**src/design/division_magic_number_generator_top_macros.svh**
```systemverilog
// Assertion macros for the division magic-number generator.
// Used by division_magic_number_generator_top; expects clk_i and rst_ni in scope.
`ifndef DIVISION_MAGIC_NUMBER_GENERATOR_TOP_MACROS_SVH
`define DIVISION_MAGIC_NUMBER_GENERATOR_TOP_MACROS_SVH

// same-cycle implication
`define MDG_ASSERT_NOW(lbl, ante, cons, msg) \
  lbl: assert property (@(posedge clk_i) disable iff (!rst_ni) (ante) |-> (cons)) \
    else $error(msg);

// next-cycle implication
`define MDG_ASSERT_NEXT(lbl, ante, cons, msg) \
  lbl: assert property (@(posedge clk_i) disable iff (!rst_ni) (ante) |=> (cons)) \
    else $error(msg);

`endif

```
**src/design/mdg_pkg.sv**
```systemverilog
// Shared types and constants for the division magic-number generator.
// No dependencies; imported by mdg_lane and the top level.
`default_nettype none

package mdg_pkg;

  localparam int WORD_BITS_DEF = 32;
  localparam int DIV_W         = 32;  // divisor field
  localparam int MULT_W        = 32;  // multiplier field
  localparam int SHIFT_W       = 6;   // shift_amount field

  localparam logic OP_UNSIGNED = 1'b0;
  localparam logic OP_SIGNED   = 1'b1;

  typedef struct packed {
    logic             opcode;
    logic [DIV_W-1:0] divisor;
  } mdg_in_t;

  typedef struct packed {
    logic [MULT_W-1:0]  multiplier;
    logic [SHIFT_W-1:0] shift_amount;
    logic               add_fixup;
    logic               invalid;
  } mdg_out_t;

  // control of one shift-subtract lane
  typedef struct packed {
    logic clr;  // zero quotient and remainder
    logic en;   // take one step
    logic din;  // bit shifted into the remainder
  } lane_ctl_t;

  typedef enum logic [2:0] {
    ST_IDLE,
    ST_DIV0,
    ST_PREP,
    ST_DIV1,
    ST_SEARCH,
    ST_FINISH
  } mdg_state_e;

endpackage

`default_nettype wire

```
**src/design/mdg_lane.sv**
```systemverilog
// One shift-subtract lane: quotient/remainder registers and a compare-subtract step.
// Depends on mdg_pkg. Serves both restoring division and the doubling search.
`default_nettype none

module mdg_lane #(
  parameter int WORD_BITS = mdg_pkg::WORD_BITS_DEF
) (
  input  wire logic                  clk_i,
  input  wire mdg_pkg::lane_ctl_t    ctl_i,
  input  wire logic [WORD_BITS-1:0]  divisor_i,
  output logic      [WORD_BITS+1:0]  quo_o,
  output logic      [WORD_BITS-1:0]  rem_o
);
  import mdg_pkg::*;

  logic [WORD_BITS+1:0] quo_q, quo_d;
  logic [WORD_BITS-1:0] rem_q, rem_d;
  logic [WORD_BITS:0]   rem_sh, rem_sub;
  logic                 ge;

  always_comb begin
    rem_sh  = {rem_q, ctl_i.din};
    ge      = rem_sh >= {1'b0, divisor_i};
    rem_sub = rem_sh - {1'b0, divisor_i};
    quo_d   = quo_q;
    rem_d   = rem_q;
    if (ctl_i.clr) begin
      quo_d = '0;
      rem_d = '0;
    end else if (ctl_i.en) begin
      quo_d = {quo_q[WORD_BITS:0], ge};
      // remainder stays below the divisor, so the top bit drops out
      rem_d = ge ? rem_sub[WORD_BITS-1:0] : rem_sh[WORD_BITS-1:0];
    end
  end

  always_ff @(posedge clk_i) begin
    quo_q <= quo_d;
    rem_q <= rem_d;
  end

  assign quo_o = quo_q;
  assign rem_o = rem_q;

endmodule

`default_nettype wire

```
**src/design/division_magic_number_generator_top.sv**
```systemverilog
// Division magic-number generator, top level. Depends on mdg_pkg, mdg_lane and the
// assertion macro header. For a divisor d and a mode (opcode 0 unsigned, 1 signed) it
// returns the multiplier and post-shift that turn division by d into a high multiply and
// a right shift; in unsigned mode add_fixup marks a WORD_BITS+1 bit multiplier whose top
// bit is dropped. invalid flags a zero or too-wide unsigned divisor and a signed divisor
// outside 2..2^(WORD_BITS-1)-1; the other fields are then zero. One request is worked on
// at a time: lane A first runs a restoring division (one bit per cycle) for the remainder
// of 2^WORD_BITS or 2^(WORD_BITS-1) by d, then both lanes run a second pair of divisions
// in parallel, then the doubling search one step per cycle. The result sits in an output
// register, so a new request is taken while it waits.
`default_nettype none

`include "division_magic_number_generator_top_macros.svh"

module division_magic_number_generator_top #(
  parameter int WORD_BITS = mdg_pkg::WORD_BITS_DEF
) (
  input  wire logic             clk_i,
  input  wire logic             rst_ni,
  // request channel
  input  wire logic             in_valid_i,
  output logic                  in_stall_o,
  input  wire mdg_pkg::mdg_in_t in_data_i,
  // result channel
  output logic                  out_valid_o,
  input  wire logic             out_stall_i,
  output mdg_pkg::mdg_out_t     out_data_o
);
  import mdg_pkg::*;

  localparam int CNT_W = $clog2(2 * WORD_BITS + 1);
  localparam logic [CNT_W-1:0] CNT_DIV_LAST = CNT_W'(WORD_BITS);
  localparam logic [CNT_W-1:0] CNT_P0       = CNT_W'(WORD_BITS - 1);
  localparam logic [CNT_W-1:0] CNT_PMAX     = CNT_W'(2 * WORD_BITS);
  localparam logic [CNT_W-1:0] CNT_ONE      = CNT_W'(1);
  localparam logic [CNT_W-1:0] CNT_TWO      = CNT_W'(2);
  localparam logic [DIV_W:0]   FULL_X       = (DIV_W+1)'(1) << WORD_BITS;
  localparam logic [DIV_W:0]   HALF_X       = (DIV_W+1)'(1) << (WORD_BITS - 1);
  localparam logic [DIV_W:0]   TWO_X        = (DIV_W+1)'(2);
  localparam logic [WORD_BITS-1:0] HALF_M1  = WORD_BITS'(HALF_X - (DIV_W+1)'(1));

  mdg_state_e state_q, state_d;

  logic [CNT_W-1:0]     cnt_q, cnt_d;
  logic                 op_q, bad_q;
  logic [WORD_BITS-1:0] d_q, nc_q, nc_d;
  logic                 out_valid_q, out_valid_d;
  mdg_out_t             out_q, res;

  logic                 accept, out_free, out_load, bad_in, srch_go, nc_load;
  logic [DIV_W:0]       div_x;
  lane_ctl_t            ctl_a, ctl_b;
  logic [WORD_BITS-1:0] dv_a;
  logic [WORD_BITS+1:0] quo_a, quo_b, mv;
  logic [WORD_BITS-1:0] rem_a, rem_b, delta;

  // lane A: remainder of the power of two, then q1/r1 over nc
  mdg_lane #(.WORD_BITS(WORD_BITS)) u_lane_a (
    .clk_i     (clk_i),
    .ctl_i     (ctl_a),
    .divisor_i (dv_a),
    .quo_o     (quo_a),
    .rem_o     (rem_a)
  );

  // lane B: q2/r2 over d
  mdg_lane #(.WORD_BITS(WORD_BITS)) u_lane_b (
    .clk_i     (clk_i),
    .ctl_i     (ctl_b),
    .divisor_i (d_q),
    .quo_o     (quo_b),
    .rem_o     (rem_b)
  );

  assign accept   = in_valid_i && !in_stall_o;
  assign out_free = !out_valid_q || !out_stall_i;

  // range check on the raw divisor
  always_comb begin
    div_x = {1'b0, in_data_i.divisor};
    if (in_data_i.opcode == OP_SIGNED) begin
      bad_in = (div_x < TWO_X) || (div_x >= HALF_X);
    end else begin
      bad_in = (div_x == '0) || (div_x >= FULL_X);
    end
  end

  // search exit test on the registered step results
  always_comb begin
    delta   = (op_q == OP_SIGNED) ? d_q - rem_b : d_q - WORD_BITS'(1) - rem_b;
    srch_go = (cnt_q == CNT_P0) ||
              ((cnt_q < CNT_PMAX) &&
               ((quo_a < {2'b00, delta}) ||
                ((quo_a == {2'b00, delta}) && (rem_a == '0))));
  end

  // nc: largest value one below a multiple of d under the power of two
  assign nc_d = (op_q == OP_SIGNED) ? HALF_M1 - rem_a : ~rem_a;

  // result formatting
  always_comb begin
    mv  = quo_b + (WORD_BITS+2)'(1);
    res = '0;
    if (bad_q) begin
      res.invalid = 1'b1;
    end else begin
      res.multiplier   = MULT_W'(mv[WORD_BITS-1:0]);
      res.shift_amount = SHIFT_W'(cnt_q - CNT_DIV_LAST);
      res.add_fixup    = (op_q == OP_UNSIGNED) && (mv[WORD_BITS+1:WORD_BITS] != 2'b00);
    end
  end

  // next state
  always_comb begin
    state_d = state_q;
    unique case (state_q)
      ST_IDLE: begin
        if (accept) state_d = bad_in ? ST_FINISH : ST_DIV0;
      end
      ST_DIV0: begin
        if (cnt_q == CNT_DIV_LAST) state_d = ST_PREP;
      end
      ST_PREP: begin
        state_d = ST_DIV1;
      end
      ST_DIV1: begin
        if (cnt_q == CNT_DIV_LAST) state_d = ST_SEARCH;
      end
      ST_SEARCH: begin
        if (!srch_go) state_d = ST_FINISH;
      end
      ST_FINISH: begin
        if (out_free) state_d = ST_IDLE;
      end
      default: state_d = ST_IDLE;
    endcase
  end

  // datapath control
  always_comb begin
    in_stall_o = 1'b1;
    ctl_a      = '0;
    ctl_b      = '0;
    dv_a       = nc_q;
    nc_load    = 1'b0;
    out_load   = 1'b0;
    cnt_d      = cnt_q;
    unique case (state_q)
      ST_IDLE: begin
        in_stall_o = 1'b0;
        ctl_a.clr  = 1'b1;
        cnt_d      = '0;
      end
      ST_DIV0: begin
        // dividend is 2^W (unsigned) or 2^(W-1) (signed), fed MSB first
        dv_a      = d_q;
        ctl_a.en  = 1'b1;
        ctl_a.din = (op_q == OP_SIGNED) ? (cnt_q == CNT_ONE) : (cnt_q == '0);
        cnt_d     = (cnt_q == CNT_DIV_LAST) ? '0 : cnt_q + CNT_ONE;
      end
      ST_PREP: begin
        nc_load   = 1'b1;
        ctl_a.clr = 1'b1;
        ctl_b.clr = 1'b1;
      end
      ST_DIV1: begin
        // A: 2^(W-1) / nc; B: (2^(W-1)-1) / d unsigned, 2^(W-1) / d signed
        ctl_a.en  = 1'b1;
        ctl_a.din = (cnt_q == CNT_ONE);
        ctl_b.en  = 1'b1;
        ctl_b.din = (op_q == OP_SIGNED) ? (cnt_q == CNT_ONE) : (cnt_q >= CNT_TWO);
        cnt_d     = (cnt_q == CNT_DIV_LAST) ? CNT_P0 : cnt_q + CNT_ONE;
      end
      ST_SEARCH: begin
        if (srch_go) begin
          ctl_a.en  = 1'b1;
          ctl_b.en  = 1'b1;
          ctl_b.din = (op_q == OP_UNSIGNED);
          cnt_d     = cnt_q + CNT_ONE;
        end
      end
      ST_FINISH: begin
        out_load = out_free;
      end
      default: ;
    endcase
  end

  always_comb begin
    out_valid_d = out_valid_q;
    if (out_load) begin
      out_valid_d = 1'b1;
    end else if (!out_stall_i) begin
      out_valid_d = 1'b0;
    end
  end

  always_ff @(posedge clk_i or negedge rst_ni) begin
    if (!rst_ni) begin
      state_q     <= ST_IDLE;
      out_valid_q <= 1'b0;
      cnt_q       <= '0;
    end else begin
      state_q     <= state_d;
      out_valid_q <= out_valid_d;
      cnt_q       <= cnt_d;
    end
  end

  // request and result payload, no reset
  always_ff @(posedge clk_i) begin
    if (accept) begin
      op_q  <= in_data_i.opcode;
      bad_q <= bad_in;
      d_q   <= in_data_i.divisor[WORD_BITS-1:0];
    end
    if (nc_load) nc_q <= nc_d;
    if (out_load) out_q <= res;
  end

  assign out_valid_o = out_valid_q;
  assign out_data_o  = out_q;

  // checks
  `MDG_ASSERT_NOW(a_invalid_zero, out_valid_o && out_data_o.invalid,
    (out_data_o.multiplier == '0) && (out_data_o.shift_amount == '0) &&
    !out_data_o.add_fixup, "invalid result carries nonzero fields")
  `MDG_ASSERT_NOW(a_shift_range, out_valid_o,
    out_data_o.shift_amount <= SHIFT_W'(WORD_BITS), "shift amount above word size")
  `MDG_ASSERT_NOW(a_search_bound, state_q == ST_SEARCH,
    (cnt_q >= CNT_P0) && (cnt_q <= CNT_PMAX), "search step count out of range")
  `MDG_ASSERT_NOW(a_rem_b_below_d, state_q == ST_SEARCH,
    rem_b < d_q, "q2 remainder not reduced below divisor")

endmodule

`default_nettype wire

```
**config.mk**
```make
export PLATFORM = sky130hd
export DESIGN_NAME = division_magic_number_generator_top
export DESIGN_NICKNAME = d
export VERILOG_FILES = /design/src/design/mdg_pkg.sv /design/src/design/mdg_lane.sv /design/src/design/division_magic_number_generator_top.sv
export VERILOG_INCLUDE_DIRS = /design/src /design/src/design
export SDC_FILE = /design/constraint.sdc
export NUM_CORES = 1
export LEC_CHECK = 0
export ABC_AREA = 0
export BUFFER_PORTS_ARGS = -buffer_cell sky130_fd_sc_hd__buf_2
export CAP_MARGIN = 25
export CORE_ASPECT_RATIO = 1.1
export CORE_UTILIZATION = 25
export DETAILED_ROUTE_END_ITERATION = 12
export PLACE_DENSITY = 0.47
export SETUP_SLACK_MARGIN = 0.05
export SLEW_MARGIN = 20
export SYNTH_ARGS = -nofsm -noshare
export SYNTH_HDL_FRONTEND = slang
export SYNTH_SLANG_ARGS = --single-unit
```
**constraint.sdc**
```tcl
create_clock -name clk_i -period 7.9 [get_ports clk_i]
set_input_delay 0.395 -clock clk_i [delete_from_list [all_inputs] [get_ports clk_i]]
set_output_delay 0.395 -clock clk_i [all_outputs]
set_load 0.01 [all_outputs]
```
==> flow_summary.toml, run 1 <==
[logic_synthesis]
synth_area_sq_mm = 0.01624
ys_seq_area_share_pct = 37.56
ys_ff_latch = 249
ys_async_sr_fraction_pct = 4.418
synth_cell_types = 78
syn_inst = 1898
syn_nets = 2071
yosys_warnings = 0
synth.avg_cell_area_sq_um = 8.559
synth_ff_type = "dfxtp_1"
synth_top_area_share_pct = 19.59
yosys-top-cells-count = "nand2_1 (269), a21oi_1 (205), inv_1 (137)"
yosysTopAreaCell = "edfxtp_1"
synth_most_common_cell = "nand2_1"
synth_edf_count = 106
synth_area_leaders = "edfxtp_1 (20%), dfxtp_1 (16%), ha_1 (10%)"

[worst_setup_path]
r2r_slack_ps = 600
path_common_cell = "a211oi_1"
critical_path_required_ps = 8380
crit_cells = 30
path_delay_family = "compound AO/OA/AOI/OAI gates"
ff2ff_path_depth = 30
critPathSlowestCell = "or4_1"
cp_max_fo = 41
r2r_end = "u_lane_b.rem_o[4]"
reg2reg_from = "d_q[6]"
end_kind = "flop"
worstPathArrival_ps = 7780
cp_slowest_stage_delay_ps = 550
crit_type = "reg2reg"
start_kind = "flop"
path_buf_inv = 2

[hold_path]
hold_path_depth = 1
min_path_type = "in2reg"
hold_path_end = "d_q[9]"
hold_path_startpoint = "in_data_i[9]"

[timing]
setup_ws_ps = 599.9
finalHoldViolations = 0
fin_setup_tns_ps = 0
setup_viol = 0
period_needed_ps = 7300
max-slew-margin-rel_pct = 32.14
period_share_pct = 92.41
rsz0062_at_grt = "false"
achievable-frequency_ghz = 0.1370
tightest_slew_ps = 1018
slew_viol_final = 0
skew_ps = 12.55
hold_ws_ps = 31.02

[route]
avgViaCountPerCell = 4.946
vias = 14120
drt-initial-drc-count = 902
ant_nets = 0
wl_microns = 49100
firstDrtPassIters = 5
wl_per_cell_microns = 17.20
drc = 0

[floorplan]
io_pins = 79
fp.dieH_microns = 269.3
initial_core_util_pct = 25.40
die_width_microns = 245.0
die-area_sq_mm = 0.06600
core_area_sq_mm = 0.06396
fp-row-count = 97

[place]
placed_cells = 2771
gp_congestion = 0.8910
dp_hpwl_microns = 36800
numPortBuffers = 78
place_area_sq_mm = 0.01765
preCtsSetupSlack_ps = 384.4

[pwr]
vdd_drop_max_mv = 0.2094
power_density_mw_per_mm2 = 416.9
finalPower_mw = 7.881
p_leak_nw = 7.905

[global_route]
antenna_found_initial = 1
first_global_vias = 13660
grt_pass1_wl_microns = 77020
grt_max_degree = 56
globalRouteTotalUtil_pct = 14.59
grt-ovfl-total = 0

[cts]
clock_sinks = 249
cts_buffers = 31
cts-root-buf = "clkbuf_16"
clockBufferDepth = 3
insertion_delay_ps = 580
cts_tree = "yes"
clkSlewWorstSetupHoldPaths_ps = 70
htree_levels = 1

[layout]
nets = 2162
area_growth_pct = 16.38
utilization_pct = 29.56
design_area_sq_mm = 0.01891
finalNonFillerCells = 2855
drive_gt1_share_pct = 9.389

[flow_run]
cap_viol_max_count = 0

[status]
status = "complete, no violations"
state kept, by name, indices dropped and copies added (netlist names):
name / flops
nc_q: 32
out_valid_o: 1
state_q: 3
u_lane_a.quo_o: 34
out_data_o: 40
u_lane_a.rem_o: 32
op_q: 1
bad_q: 1
u_lane_b.rem_o: 32
d_q: 32
u_lane_b.quo_o: 34
cnt_q: 7
cell type report:
| class | count | area [sq um] |
|---|---|---|
| sequential | 249 | 6101 |
| inverter | 137 | 514.2 |
| clock buffer | 40 | 829.5 |
| tap | 841 | 1052 |
| antenna | 1 | 2.502 |
| timing repair buffer | 133 | 883.3 |
| clock inverter | 17 | 158.9 |
| multi-input combinational | 1437 | 9364 |
| fill | 6790 | 45050 |
per-layer routing:
| metal | wire length, microns | vias up | global-route usage, % |
|---|---|---|---|
| met2 | 23100 | 292 | 24.65 |
| met1 | 23070 | 6734 | 19.59 |
| li1 | - | 7024 | - |
| met3 | 1805 | 71 | 1.782 |
| met5 | 0 | - | 0 |
| met4 | 1121 | 0 | 3.438 |
layout by cell type, fill, tap and decap left out, types with 21 or more instances in the layout:
cell	count
nor4_1	24
a211oi_1	51
xor2_1	42
nand2_1	269
a21o_1	32
a21oi_1	204
dlygate4sd3_1	22
buf_2	78
mux2i_1	47
ha_1	132
inv_1	136
dfxtp_1	132
clkbuf_16	31
edfxtp_1	106
nor2_1	112
o21a_1	21
nand3_1	45
xnor2_1	52
o21ai_0	111
nand4_1	26
buf_4	31
nor3_1	24
cells by family after synthesis:
group | Yosys count | synth area share (%)
simple gates | 618 | 17.65
compound gates | 540 | 20.82
flops | 249 | 37.56
buf+inv | 212 | 5.214
fa+ha+maj | 136 | 10.66
xor+xnor | 94 | 5.068
mux | 49 | 3.035
worst max path at each step:
stage / from / endpoint / slack [ps]
CTS: d_q[6] / u_lane_b.rem_o[19] / 330
global placement: d_q[6] / u_lane_b.rem_o[25] / 490
detailed placement: d_q[6] / u_lane_b.rem_o[19] / 380
global route: d_q[6] / u_lane_b.rem_o[26] / 110
floorplan: d_q[6] / u_lane_b.rem_o[19] / 1580
finish: d_q[6] / u_lane_b.rem_o[4] / 600
worst reg2reg max path: cells and delay by family, from the launching register on:
| family | cells | cell delay (ps) |
|---|---|---|
| XOR/XNOR | 1 | 110 |
| adder cells (fa/ha/maj) | 3 | 840 |
| buffers and inverters | 2 | 400 |
| AO/OA/AOI/OAI | 18 | 3880 |
| flip-flops | 1 | 440 |
| AND/OR/NAND/NOR | 6 | 1540 |
power by group:
group          total (mW)  internal, mW  leakage [nW]  switching, mW
combinational        4.41          1.85          5.23           2.56
sequential           2.07          1.71          2.19          0.364
clock                1.40         0.809         0.485          0.592
repair_timing:
item / 4_1_cts / 5_1_grt
resized for setup: 0 / 2
endpoints found under the setup margin: 0 / 33
buffers inserted: 0 / 4
hold buffers: 22 / 0
endpoints found under the hold margin: 32 / 0
Note: power is estimated with default switching activity, not from simulation.
==> run 2, diff against run 1 <==
--- a/config.mk
+++ b/config.mk
@@ -12,7 +12,7 @@
 export CORE_ASPECT_RATIO = 1.1
 export CORE_UTILIZATION = 25
 export DETAILED_ROUTE_END_ITERATION = 12
-export PLACE_DENSITY = 0.47
+export MAX_ROUTING_LAYER = met4
 export SETUP_SLACK_MARGIN = 0.05
 export SLEW_MARGIN = 20
 export SYNTH_ARGS = -nofsm -noshare
==> constraint.sdc (replaced) <==
create_clock -name clk_i -period 9.5 [get_ports clk_i]
set_input_delay 0.475 -clock clk_i [delete_from_list [all_inputs] [get_ports clk_i]]
set_output_delay 0.475 -clock clk_i [all_outputs]
set_load 0.01 [all_outputs]
==> flow_summary.toml, run 2 (same netlist as run 1, synthesis figures left out) <==
[cts]
cts-root-buf = "clkbuf_16"
cts_buffers = 29
clkSlewWorstSetupHoldPaths_ps = 60
htree_levels = 1
clock_sinks = 249
cts_tree = "yes"
cts-resized-gates = 0
postCtsHoldBufs = 1
cts_setup_buffers = 0
insertion_delay_ps = 560
clockBufferDepth = 3

[timing]
rsz0062_at_grt = "false"
period_needed_ps = 8071
hold_ws_ps = 103.4
fin_setup_tns_ps = 0
max-slew-margin-rel_pct = 28.73
achievable-frequency_ghz = 0.1239
period_share_pct = 84.95
setup_viol = 0
finalHoldViolations = 0
tightest_slew_ps = 1069
slew_viol_final = 0
skew_ps = 12.73

[route]
firstDrtPassIters = 5
vias = 14030
wl_microns = 45730
dr.max_layer_used = "met4"
ant_nets = 0
wl_met1_microns = 21510
drt-initial-drc-count = 1059
wl_met2_microns = 21340
drc = 0
wl_per_cell_microns = 16.27
wl_met3_microns = 2022
avgViaCountPerCell = 4.991

[pwr]
p_comb_share_pct = 56.3
intPower_mw = 3.540
swShare_pct = 44.68
clockPowerShare_pct = 16.9
pwr-share-seq_pct = 26.9
vdd_drop_max_mv = 0.1841
power_density_mw_per_mm2 = 346.5
p_leak_nw = 7.696
p_sw_mw = 2.859

[layout]
design_area_sq_mm = 0.01847
nets = 2121
area_growth_pct = 13.68
layout_commonest_cell = "nand2_1"
fill_cells = 6704
drive_gt1_share_pct = 8.325
finalNonFillerCells = 2811
n_antenna_cell = 0
largest-register = "out_data_o"
largest_reg_flops = 40
utilization_pct = 28.87
most-common-layout-cells = "nand2_1 (269), a21oi_1 (204), inv_1 (136)"

[floorplan]
die-area_sq_mm = 0.06600
core_area_sq_mm = 0.06396
io_pins = 79
initial_core_util_pct = 25.40
fp-row-count = 97
fp.dieH_microns = 269.3
die_width_microns = 245.0

[global_route]
grt-ovfl-total = 0
antenna_found_initial = 0
first_global_vias = 13120
grt_max_degree = 81
globalRouteTotalUtil_pct = 13.91
grt_pass1_wl_microns = 72240

[worst_setup_path]
critPathSlowestCell = "o31ai_1"
cp_slowest_stage_delay_ps = 530
cp_max_fo = 44
crit_type = "reg2reg"
critical_path_required_ps = 9970
start_kind = "flop"
worstPathArrival_ps = 8540
end_kind = "flop"

[place]
gp_congestion = 0.9084
placed_cells = 2757
dp_hpwl_microns = 34170
numPortBuffers = 78
place_area_sq_mm = 0.01756

[status]
status = "complete, no violations"

[flow_run]
cap_viol_max_count = 0

[hold_path]
min_path_type = "in2reg"
==> run 2: changes by cell type in the layout (fill, tap and decap cells not counted), moves of 2 or more <==
| cell | change |
|---|---|
| dlygate4sd3_1 | -21 |
| clkinv_1 | +2 |
| inv_6 | -2 |
| buf_4 | -19 |
| clkbuf_16 | -2 |
| clkbuf_8 | -2 |
==> run 2: layout make-up <==
class	instances	area, sq um	area share, %
clock buffers	35	748.2	4.052
repair buffers	94	545.5	2.954
well taps	841	1052	5.698
inverters	137	514.2	2.785
multi-input cells	1437	9353	50.65
flip-flops and latches	249	6101	33.04
clock inverters	18	152.6	0.8266
==> run 2: worst paths after layout <==
path,startpoint,to,slack [ps],cells past startpoint
max,d_q[0],u_lane_b.rem_o[19],1430,32
min,in_data_i[21],d_q[21],100,1
max reg2reg,d_q[0],u_lane_b.rem_o[19],1430,32
min reg2reg,u_lane_a.quo_o[22],u_lane_a.quo_o[23],480,2
max in group asynchronous,rst_ni,out_valid_o,8940,2
min in group asynchronous,rst_ni,cnt_q[2],330,2
==> run 2: stage by stage <==
step           worst slack, ps  power (mW)
2_1_floorplan             3178       4.445
3_3_place_gp              1590       5.204
3_5_place_dp              1523       5.285
4_1_cts                   1443       6.403
5_1_grt                  742.2       6.961
6_report                  1429       6.399
==> run 2: routing by layer <==
layer  track usage (%)  up-vias
met4             2.582        0
met2             22.55      355
met1             18.65     6685
li1                  -     6925
met5                 -        -
met3             1.573       64
==> run 2: critical path: cells and delay by family, from the launching register on <==
family,cells,cell delay [ps]
AO/OA/AOI/OAI,15,4680
AND/OR/NAND/NOR,8,1180
adder cells (fa/ha/maj),4,900
buffers and inverters,3,420
flip-flops,1,410
multiplexers,2,350
==> run 2: power by group through the flow <==
stage / logic, mW / registers, mW / clock network [mW]
detailed placement: 3.55 / 1.73 / 0
global placement: 3.48 / 1.73 / 0
finish: 3.60 / 1.72 / 1.08
floorplan: 2.82 / 1.62 / 0
CTS: 3.58 / 1.71 / 1.11
global route: 4.06 / 1.76 / 1.15
==> run 3, diff against run 2 <==
==> constraint.sdc (replaced) <==
create_clock -name clk_i -period 6.92 [get_ports clk_i]
set_input_delay 0.346 -clock clk_i [delete_from_list [all_inputs] [get_ports clk_i]]
set_output_delay 0.346 -clock clk_i [all_outputs]
set_load 0.01 [all_outputs]
==> flow_summary.toml, run 3 (same netlist as run 1, synthesis figures left out) <==
[cts]
clock_sinks = 249
clkSlewWorstSetupHoldPaths_ps = 70
cts-root-buf = "clkbuf_16"
htree_levels = 1
cts_buffers = 29
cts_tree = "yes"
clockBufferDepth = 3
insertion_delay_ps = 560

[timing]
slew_viol_final = 0
fin_setup_tns_ps = 0
finalHoldViolations = 0
tightest_slew_ps = 883.8
period_share_pct = 96.13
setup_viol = 0
setup_ws_ps = 267.9
period_needed_ps = 6652
achievable-frequency_ghz = 0.1503
max-slew-margin-rel_pct = 40.58
skew_ps = 13.56
hold_ws_ps = 40.91

[route]
avgViaCountPerCell = 4.914
wl_met1_microns = 21830
vias = 14250
wl_met2_microns = 22450
firstDrtPassIters = 5
drc = 0
wl_per_cell_microns = 16.26
drt-initial-drc-count = 993
wl_met3_microns = 1943
ant_nets = 0
wl_microns = 47150
dr.max_layer_used = "met4"

[hold_path]
min_path_type = "in2reg"
hold_path_depth = 1
hold_path_end = "d_q[6]"
hold_path_startpoint = "in_data_i[6]"

[pwr]
finalPower_mw = 9.306
p_leak_nw = 8.163
vdd_drop_max_mv = 0.2606
power_density_mw_per_mm2 = 474.2

[layout]
layout_commonest_cell = "nand2_1"
drive_gt1_share_pct = 13.21
utilization_pct = 30.68
n_antenna_cell = 0
largest_reg_flops = 40
most-common-layout-cells = "nand2_1 (269), a21oi_1 (200), inv_1 (136)"
nets = 2210
area_growth_pct = 20.81
largest-register = "out_data_o"

[global_route]
grt-ovfl-total = 0
grt_max_degree = 55
globalRouteTotalUtil_pct = 14.15
grt_pass1_wl_microns = 73350
antenna_found_initial = 0
first_global_vias = 13700

[place]
dp_hpwl_microns = 35180
numPortBuffers = 78
gp_congestion = 0.9251
preCtsSetupSlack_ps = -178.1

[flow_run]
cap_viol_max_count = 0

[worst_setup_path]
end_kind = "flop"
critical_path_required_ps = 7400
cp_max_fo = 4
critPathSlowestCell = "o41a_1"
start_kind = "flop"
crit_type = "reg2reg"
cp_slowest_stage_delay_ps = 520
r2r_end = "u_lane_b.rem_o[19]"
r2r_slack_ps = 270
worstPathArrival_ps = 7130
reg2reg_from = "d_q[0]"
ff2ff_path_depth = 32

[floorplan]
die_width_microns = 245.0
die-area_sq_mm = 0.06600
io_pins = 79
fp.dieH_microns = 269.3
core_area_sq_mm = 0.06396
initial_core_util_pct = 25.40
fp-row-count = 97

[status]
status = "complete, no violations"
run 3: changes by cell type in the layout (fill, tap and decap cells not counted), sizes merged:
cell and delta:
buf +59, dlygate4sd3 +29, clkinv +2, inv -2
bufinv +1
run 3: layout make-up:
| type | count | area (sq um) |
|---|---|---|
| multi-input combinational | 1437 | 9629 |
| clock inverter | 19 | 198.9 |
| sequential | 249 | 6103 |
| clock buffer | 34 | 754.5 |
| timing repair buffer | 183 | 1373 |
| fill | 6685 | 44340 |
| inverter | 137 | 514.2 |
| tap | 841 | 1052 |
run 3: worst max-delay path, delay by kind of cell, from the launching register on:
kind	cells	cell delay (ps)
XOR/XNOR	1	130
AND/OR/NAND/NOR	6	700
AO/OA/AOI/OAI	16	3380
multiplexers	2	570
buffers and inverters	3	290
adder cells (fa/ha/maj)	4	1070
flip-flops	1	440
run 3: repair_timing:
item,in CTS,in global routing
gates resized for setup,4,61
endpoints found under the setup margin,32,33
pin swaps,2,28
cloned,1,1
hold endpoints to repair,40,0
hold buffers,30,0
setup buffers,2,16
run 3: how the worst max path moves through the flow:
| stage | from | slack [ps] | endpoint | cells after the start |
|---|---|---|---|---|
| global route | d_q[0] | -50 | u_lane_b.rem_o[19] | 31 |
| CTS | d_q[0] | 60 | u_lane_b.rem_o[17] | 32 |
| global placement | d_q[0] | -80 | u_lane_b.rem_o[2] | 32 |
| finish | d_q[0] | 270 | u_lane_b.rem_o[19] | 32 |
| detailed placement | d_q[0] | -180 | u_lane_b.rem_o[8] | 33 |
| floorplan | d_q[6] | 600 | u_lane_b.rem_o[19] | 28 |
run 3: stage by stage:
step / cell area [sq um] / std cells
final: 19630 / 2900
after global routing: 19630 / 2900
after CTS: 19230 / 2883
after detailed placement: 17900 / 2797
after global placement: 17840 / 2794
after floorplan: 16240 / 1898
run 3: report_power, final:
group / leakage [nW] / internal [mW] / switching (mW)
clock network: 0.473 / 0.897 / 0.647
logic: 5.50 / 2.37 / 3.04
registers: 2.19 / 1.95 / 0.400
run 3: routing by layer:
| layer | track usage (%) | vias up |
|---|---|---|
| met3 | 1.602 | 64 |
| met1 | 18.41 | 6764 |
| li1 | - | 7111 |
| met2 | 23.51 | 313 |
| met5 | - | - |
| met4 | 2.813 | 0 |
